--- config.mk ---
export PLATFORM = sky130hd
export DESIGN_NAME = scg_ctrl
export DESIGN_NICKNAME = d
export VERILOG_FILES = /design/src/scg_pkg.sv /design/src/scg_ctrl.sv
export SDC_FILE = /design/constraint.sdc
export NUM_CORES = 1
export LEC_CHECK = 0
export ABC_CLOCK_PERIOD_IN_PS = 1200
export BUFFER_PORTS_ARGS = -buffer_cell sky130_fd_sc_hd__buf_2
export CORE_AREA = 2 2 39 41
export DETAILED_ROUTE_END_ITERATION = 16
export DIE_AREA = 0 0 41 43
export HOLD_SLACK_MARGIN = 0.15
export SLEW_MARGIN = 20
export SYNTH_ARGS = -nofsm -noshare
export SYNTH_HDL_FRONTEND = slang
export SYNTH_SLANG_ARGS = --single-unit
--- constraint.sdc ---
create_clock -name clock -period 1.2 [get_ports clock]
set_clock_uncertainty 0.2 [all_clocks]
set_input_delay 0.12 -clock clock [delete_from_list [all_inputs] [get_ports clock]]
set_output_delay 0.12 -clock clock [all_outputs]
set_load 0.02 [all_outputs]
--- src/scg_pkg.sv ---
package scg_pkg;

   localparam int MAX_WIDTH  = 1024;
   localparam int MAX_HEIGHT = 1024;
   localparam int ADDR_BITS  = $clog2(MAX_WIDTH);
   localparam int PIXEL_BITS = 16;
   localparam int DIM_BITS   = 11;
   localparam int MAG_BITS   = 21;
   localparam int GRAD_BITS  = MAG_BITS + 1;
   localparam int SQ_BITS    = 2 * MAG_BITS;
   localparam int ROOT_STEPS = MAG_BITS;
   localparam int STEP_BITS  = $clog2(ROOT_STEPS);

   // scharr kernel weights
   localparam logic signed [GRAD_BITS-1:0] EDGE_WEIGHT   = GRAD_BITS'(3);
   localparam logic signed [GRAD_BITS-1:0] CENTRE_WEIGHT = GRAD_BITS'(10);

   localparam int CSR_IDX_BITS = 1;
   localparam logic [CSR_IDX_BITS-1:0] CSR_IDX_WIDTH  = 1'd0;
   localparam logic [CSR_IDX_BITS-1:0] CSR_IDX_HEIGHT = 1'd1;

   localparam logic OP_PIXEL = 1'b0;
   localparam logic OP_FLUSH = 1'b1;

   typedef enum logic [2:0] {
      ST_CLEAR,
      ST_IDLE,
      ST_LOAD,
      ST_GRAD,
      ST_SQUARE,
      ST_ROOT,
      ST_OUT,
      ST_SHIFT
   } state_type;

   typedef struct packed {
      logic clear;
      logic accept;
      logic load;
      logic grad;
      logic square;
      logic shift;
   } cmd_type;

   typedef struct packed {
      logic clear_last;
      logic ignore;
      logic first;
      logic second;
      logic root_busy;
   } status_type;

endpackage

--- src/scg_ctrl.sv ---
module scg_ctrl
   import scg_pkg::*;
(
   input  logic       clock,
   input  logic       reset,
   input  logic       req_valid,
   output logic       req_ready,
   output logic       rsp_valid,
   input  logic       rsp_ready,
   input  status_type status,
   output cmd_type    cmd
);

   state_type state_ff, state_in;

   // state register
   always_ff @(posedge clock) begin
      if (reset) begin
         state_ff <= ST_CLEAR;
      end else begin
         state_ff <= state_in;
      end
   end

   // next state and commands
   always_comb begin
      state_in  = state_ff;
      cmd       = '0;
      req_ready = 1'b0;
      rsp_valid = 1'b0;
      unique case (state_ff)
         ST_CLEAR: begin
            cmd.clear = 1'b1;
            if (status.clear_last) state_in = ST_IDLE;
         end
         ST_IDLE: begin
            req_ready  = 1'b1;
            cmd.accept = req_valid;
            if (req_valid && !status.ignore) state_in = ST_LOAD;
         end
         ST_LOAD: begin
            cmd.load = 1'b1;
            state_in = status.first ? ST_GRAD : ST_IDLE;
         end
         ST_GRAD: begin
            cmd.grad = 1'b1;
            state_in = ST_SQUARE;
         end
         ST_SQUARE: begin
            cmd.square = 1'b1;
            state_in   = ST_ROOT;
         end
         ST_ROOT: begin
            if (!status.root_busy) state_in = ST_OUT;
         end
         ST_OUT: begin
            rsp_valid = 1'b1;
            if (rsp_ready) state_in = status.second ? ST_SHIFT : ST_IDLE;
         end
         ST_SHIFT: begin
            cmd.shift = 1'b1;
            state_in  = ST_GRAD;
         end
         default: state_in = ST_IDLE;
      endcase
   end

endmodule

Yosys cells after proc, flatten, opt, wreduce, memory -nomap -nowiden
Index checks and enable logic that the tools add are counted.
- input port bits: 9
- logic and storage cells: 31
- output and inout port bits: 8
- bits in registers: 3
- muxes and demuxes: 15
- equality and inequality tests: 11
- reductions and logical operators: 4
- operators with widths (operator ; number):
    3-bit case mux with 8 select lines ; 1
    3-bit 2-to-1 mux ; 5
    3-bit == test, second input constant ; 4
    1-bit 2-to-1 mux ; 8
    2-bit != test, second input constant ; 4
    3-bit by 2-bit == test with 1-bit output, second input constant ; 2
    4-bit AND reduction ; 1
    3-bit by 1-bit == test with 1-bit output, second input constant ; 1
    3-bit logical NOT ; 1
    2-bit 2-to-1 mux ; 1
    1-bit logical AND ; 1
    1-bit logical NOT ; 1

Depth between registers and ports, before layout
Gate-level depths: netlist of the first run.
- depth after elaboration: 4
- gate-level depth with buffers: 4
- mapped depth without buffers: 3

Worst setup path before layout of the first run
Ideal clock, no wire load.
- path type: register to output
- from: register state_ff[1]
- to: output port cmd[4] (netlist bit)
- slack: -300 ps
- stages on the path, launching flop included: 5
- data required time: 880 ps
- arrival: 1180 ps
- path buffers: 1
- cell sequence: dfxtp_1 > buf_2 > nand2b_4 > nor2_1 > and2_1
- RTL lines (item ; line ; text):
    start: declaration ; scg_ctrl.sv:14 ; state_type state_ff, state_in;
    start signal: assignment ; scg_ctrl.sv:21 ; state_ff <= state_in;
    end: declaration ; scg_ctrl.sv:11 ; output cmd_type cmd

==> results.sh, run 1 <==
export IMPL_synthCells=33
export IMPL_p_seq_share_pct=21.2
export IMPL_clk_pin_slew_worst_paths_ns=0.04
export IMPL_pwr_share_clk_pct=28.2
export IMPL_ys_warn_count=0
export IMPL_dpl_cell_count=67
export IMPL_synth_common_cells="4 x nor3b_1, 3 x buf_2, 3 x dfxtp_1, 3 x nor2b_1, 2 x nor2_1"
export IMPL_cts_sinks=3
export IMPL_cpMaxStageDelayCell="dfxtp_2"
export IMPL_drt_wl_total_um=901
export IMPL_met2WireLength_um=459
export IMPL_required_ns=0.88
export IMPL_cts_root_buf="clkbuf_4"
export IMPL_ant_nets=0
export IMPL_setup_viol_count_final=11
export IMPL_vias_per_cell=4.61
export IMPL_critical_path_buf_inv_count=2
export IMPL_nNetsFinal=73
export IMPL_peakVddDrop_mv=0.382
export IMPL_crit_top_cell="buf_6"
export IMPL_synth_top_cell_by_area="dfxtp_1"
export IMPL_total_power_uw=647
export IMPL_area_growth_pct=128
export IMPL_regMostFlops="state_ff"
export IMPL_gp_congestion=0.848
export IMPL_drive_gt1_share_pct=76.2
export IMPL_vias=364
export IMPL_ys_seq_elements=3
export IMPL_status="complete, but fails checks"
export IMPL_synthFlopType="dfxtp_1"
export IMPL_yosysUniqueCellTypes=23
export IMPL_maxSlewHeadroom_pct=86.3
export IMPL_ys_top_cells_by_area="dfxtp_1 23%, nor3b_1 11%, nor2b_1 7.2%"
export IMPL_maxUsedRoutingLayer="met4"
export IMPL_grt_total_usage_pct=11.5
export IMPL_cts_tree="yes"
export IMPL_rrSetupSlack_ns=-0.12
export IMPL_setup_worst_path_end_class="output pin"
export IMPL_die_w_um=41
export IMPL_drv_slew=0
export IMPL_num_antenna_cells=0
export IMPL_antenna_found_initial=0
export IMPL_hold_class="primary input to flop"
export IMPL_synth_top_cell_area_share_pct=23.0
export IMPL_drtPass1Iterations=4
export IMPL_routed_wl_met3_um=42
export IMPL_overflow=0
export IMPL_stdcell_area_um2=596
export IMPL_hold_viol=0
export IMPL_cp_max_fo=6
export IMPL_top_regs="state_ff (3)"
export IMPL_synthesis_nets=42
export IMPL_powerDensity_nw_per_um2=1090
export IMPL_core_area_um2=1380
export IMPL_fin_ws_ns=-0.181
export IMPL_io_pin_count=17
export IMPL_row_count=14
export IMPL_synth_area_um2=262
export IMPL_grt_max_degree=9
export IMPL_tightest_slew_ns=0.204
export IMPL_cts_max_path_buffers=2
export IMPL_fin_crit_ns=1.38
export IMPL_grt_pass1_wl_um=1330
export IMPL_yosysMostFrequentCell="nor3b_1"
export IMPL_drcViolationCount=0
export IMPL_stdcell_count=79
export IMPL_dp_hpwl_um=541
export IMPL_fin_crit_sh_pct=115
export IMPL_p_sw_share_pct=33.7
export IMPL_violations="negative setup slack"
export IMPL_htreeDepth=1
export IMPL_async_reset_ff_share_pct=0
export IMPL_io_buffers=16
export IMPL_grt_pass1_vias=329
export IMPL_cts_buffers=3
export IMPL_rsz0062_at_grt="true"
export IMPL_synth_edf_count=0
export IMPL_ys_seq_area_share_pct=23.0
export IMPL_hold_buffers=1
export IMPL_leakagePower_uw=0.000279
export IMPL_drtIter0Drc=3
export IMPL_dieArea_um2=1760
export IMPL_crit_type="flop to output pin"
export IMPL_p_sw_uw=218
export IMPL_start_util_pct=18.9
export IMPL_m1WireLength_um=382
export IMPL_syn_avg_cell_area_um2=7.92
export IMPL_drv_cap=0
export IMPL_intPower_uw=429
export IMPL_path_delay_family="flip-flops"
export IMPL_routedWlPerCell_um=11.4
export IMPL_cpPeakStageDelay_ns=0.33
export IMPL_critical_path_arrival_ns=1.06
export IMPL_place_area_um2=412
export IMPL_power_frac_comb_pct=50.6
export IMPL_fmax_ghz=0.724
export IMPL_worstPathCellList="buf_6 -> and3b_2 -> buf_6"
export IMPL_largest_reg_flops=3
export IMPL_start_kind="flop"
export IMPL_clkLatencyLatePin_ns=0.24
export IMPL_die_h_um=43
area by class of cell:
| class | count | area, um2 |
|---|---|---|
| Clock buffer | 4 | 26.3 |
| Tap cell | 16 | 20.0 |
| Timing Repair Buffer | 29 | 241 |
| Inverter | 1 | 3.75 |
| Multi-Input combinational cell | 26 | 238 |
| Sequential cell | 3 | 66.3 |
| Fill cell | 143 | 788 |
worst reg2reg max path, cell delays in order, from the launching register on:
cell and delay (ns):
dfxtp_2 0.33, or3_1 0.34, o21a_1 0.11, o221a_1 0.23
through the flow:
stage | hold WS [ns] | setup TNS, ns | util, % | worst slack (ns)
finish | 0.0563 | -1.34 | 43.0 | -0.181
global route | 0.0873 | -1.82 | 43.0 | -0.214
CTS | 0.0620 | -1.34 | 39.7 | -0.168
detailed placement | 0.140 | -0.251 | 29.7 | -0.120
global placement | 0.133 | -0.171 | 29.7 | -0.108
floorplan | -0.00149 | -0.478 | - | -0.159
placed cells by master, fill, tap and decap left out:
cell type / netlist / layout
nand3b_1: 1 / 1
nor4_1: 1 / 1
nor3b_4: 0 / 1
o221a_1: 1 / 1
o21ai_2: 0 / 1
buf_6: 0 / 11
nor3b_1: 4 / 1
buf_2: 3 / 8
clkbuf_4: 0 / 3
nand2_4: 0 / 1
nor2b_2: 1 / 1
and3b_2: 0 / 1
buf_4: 0 / 9
nor2_4: 0 / 1
and3_4: 0 / 1
dlygate4sd3_1: 0 / 1
or3_1: 1 / 1
dfxtp_2: 0 / 2
nand2b_4: 1 / 1
nor3b_2: 0 / 2
nor2b_1: 3 / 3
and2_4: 0 / 1
dfxtp_4: 0 / 1
o21a_1: 1 / 1
inv_1: 1 / 1
a22o_1: 1 / 1
nor2_1: 2 / 1
clkbuf_1: 0 / 1
nor3_2: 1 / 2
a21oi_2: 0 / 1
nand2_1: 1 / 1
power by group through the flow:
stage | sequential, uW | clock [uW] | combinational (uW)
after global placement | 124 | 0 | 218
after floorplan | 122 | 0 | 143
after CTS | 136 | 185 | 285
after detailed placement | 125 | 0 | 220
after global routing | 139 | 198 | 352
final | 137 | 182 | 327
what timing repair did:
item,in CTS,in global routing
setup buffers,7,1
gates resized for setup,25,9
endpoints found under the hold margin,3,3
pin swaps,5,5
setup endpoints to repair,11,11
kinds of logic (layout without fill, tap and decap cells):
group	Yosys count	count (layout)	share of synthesized area, %
AOI/OAI and AO/OA	5	5	14.4
buffers and inverters	4	34	7.17
DFF	3	3	23.0
and+or+nand+nor	21	21	55.5
worst paths after layout:
kind	from	endpoint	cells past startpoint
setup / recovery	state_ff[2]$_SDFFE_PP0P_	cmd[2]	3
hold / removal	status[0]	state_ff[1]$_SDFFE_PP0P_	4
setup reg to reg	state_ff[1]$_SDFFE_PP0P_	state_ff[0]$_SDFFE_PP0P_	3
hold reg to reg	state_ff[2]$_SDFFE_PP0P_	state_ff[0]$_SDFFE_PP0P_	3
layer usage:
| layer | vias to the layer above | GRT usage, % |
|---|---|---|
| met5 | - | 0 |
| met4 | 0 | 6.00 |
| met3 | 2 | 4.71 |
| met2 | 11 | 16.9 |
| met1 | 174 | 13.8 |
| li1 | 177 | - |
No activity file was read; power rests on OpenSTA's default activity.
==> run 2, diff against run 1 <==
Settings changed: BUFFER_PORTS_ARGS -buffer_cell sky130_fd_sc_hd__buf_2 to -buffer_cell sky130_fd_sc_hd__buf_4.
==> run 2 against run 1 <==
Compared with the run above:
- worst setup slack worse by 0.027 ns
- global-route usage is 2.5 points higher
- combinational power is 19% higher
- design area is 13% higher
- utilization is 5.5 points higher
- clock power hardly changed
- the run still ends with negative setup slack left
- hold slack better by 0.0040 ns
==> results.sh, run 2 (synthesis results as in run 1) <==
export IMPL_regMostFlops="state_ff"
export IMPL_powerDensity_nw_per_um2=1050
export IMPL_drv_slew=0
export IMPL_io_pin_count=17
export IMPL_hold_viol=0
export IMPL_htreeDepth=1
export IMPL_fin_crit_ns=1.41
export IMPL_stdcell_area_um2=672
export IMPL_antenna_found_initial=0
export IMPL_cts_root_buf="clkbuf_4"
export IMPL_die_h_um=43
export IMPL_final_common_cell="buf_4"
export IMPL_grt_total_usage_pct=14.0
export IMPL_required_ns=0.88
export IMPL_routedWlPerCell_um=12.9
export IMPL_cts_buffers=3
export IMPL_fmax_ghz=0.710
export IMPL_overflow=0
export IMPL_drtIter0Drc=6
export IMPL_start_util_pct=18.9
export IMPL_dieArea_um2=1760
export IMPL_hold_class="primary input to flop"
export IMPL_place_area_um2=454
export IMPL_peakVddDrop_mv=0.440
export IMPL_dp_hpwl_um=599
export IMPL_p_sw_uw=240
export IMPL_ant_nets=0
export IMPL_drive_gt1_share_pct=78.5
export IMPL_drt_wl_total_um=1050
export IMPL_status="complete, but fails checks"
export IMPL_area_growth_pct=157
export IMPL_rsz0062_at_grt="true"
export IMPL_core_area_um2=1380
export IMPL_num_antenna_cells=0
export IMPL_critical_path_arrival_ns=1.09
export IMPL_hold_start="status[1]"
export IMPL_clk_pin_slew_worst_paths_ns=0.03
export IMPL_drtPass1Iterations=4
export IMPL_pwr_share_clk_pct=26.1
export IMPL_die_w_um=41
export IMPL_cts_sinks=3
export IMPL_fin_ws_ns=-0.208
export IMPL_dpl_worst_slack_ns=-0.125
export IMPL_io_buffers=16
export IMPL_tightest_slew_ns=0.228
export IMPL_vias=373
export IMPL_fin_crit_sh_pct=117
export IMPL_crit_type="flop to output pin"
export IMPL_grt_pass1_wl_um=1620
export IMPL_startpoint="state_ff[1]$_SDFFE_PP0P_"
export IMPL_grt_pass1_vias=384
export IMPL_maxSlewHeadroom_pct=84.7
export IMPL_p_sw_share_pct=34.0
export IMPL_final_cell_mix="15 x buf_4, 14 x buf_6, 3 x clkbuf_4"
export IMPL_hold_buffers=1
export IMPL_r2r_start="state_ff[2]$_SDFFE_PP0P_"
export IMPL_row_count=14
export IMPL_drv_cap=0
export IMPL_vias_per_cell=4.60
export IMPL_p_seq_share_pct=18.8
export IMPL_setup_viol_count_final=11
export IMPL_largest_reg_flops=3
export IMPL_start_kind="flop"
export IMPL_gp_congestion=0.870
export IMPL_clkLatencyLatePin_ns=0.24
export IMPL_power_frac_comb_pct=55.1
export IMPL_cts_tree="yes"
export IMPL_drcViolationCount=0
export IMPL_cts_max_path_buffers=2
export IMPL_top_regs="state_ff (3)"
export IMPL_nNetsFinal=75
export IMPL_grt_max_degree=9
export IMPL_violations="negative setup slack"
export IMPL_intPower_uw=467
export IMPL_cp_max_fo=8
export IMPL_setup_worst_path_end_class="output pin"
export IMPL_leakagePower_uw=0.000311
[run 2: repair_timing]
item	in CTS	in global routing
buffers inserted	6	1
endpoints found under the hold margin	3	3
endpoints found under the setup margin	11	11
resized for setup	27	5
pin swaps	6	6
[run 2: routing by layer]
layer  global-route usage [%]  vias to the layer above  wire length, um
li1                         -                      180                -
met1                     15.1                      178              388
met2                     22.5                       13              590
met3                     4.71                        2               52
met4                     8.00                        0               17
met5                        0                        -                0
[run 2: final timing paths]
kind	to	slack, ns	depth (start not counted)
max reg2reg	state_ff[0]$_SDFFE_PP0P_	-0.17	5
min	state_ff[2]$_SDFFE_PP0P_	0.06	4
min reg2reg	state_ff[0]$_SDFFE_PP0P_	0.47	2
max	cmd[2]	-0.21	3
[run 2: power by group through the flow]
stage               Clock [uW]  Combinational, uW  Sequential (uW)
floorplan                    0                143              122
global route               202                412              133
detailed placement           0                243              125
global placement             0                241              124
finish                     184                389              133
CTS                        181                347              130
[run 2: worst max-delay path, cell delays in order (launching register included)]
cell and delay, ns:
dfxtp_4 0.37, buf_6 0.14, and3b_2 0.22, buf_6 0.12
[run 2: layout make-up]
type,instances,area (um2)
well taps,16,20.0
multi-input cells,26,255
flip-flops and latches,3,66.3
inverters,1,3.75
fillers,136,712
clock buffers,4,26.3
repair buffers,31,300
[run 2: metrics by stage]
stage / power [uW] / util (%) / setup TNS, ns / instances / hold slack [ns]
6_report: 707 / 48.6 / -1.81 / 81 / 0.0603
5_1_grt: 747 / 48.6 / -2.21 / 81 / 0.0679
4_1_cts: 659 / 46.3 / -1.59 / 80 / 0.0516
3_5_place_dp: 368 / 32.8 / -0.265 / 69 / 0.118
3_3_place_gp: 365 / 32.8 / -0.198 / 69 / 0.115
2_1_floorplan: 265 / - / -0.478 / 33 / -0.00149
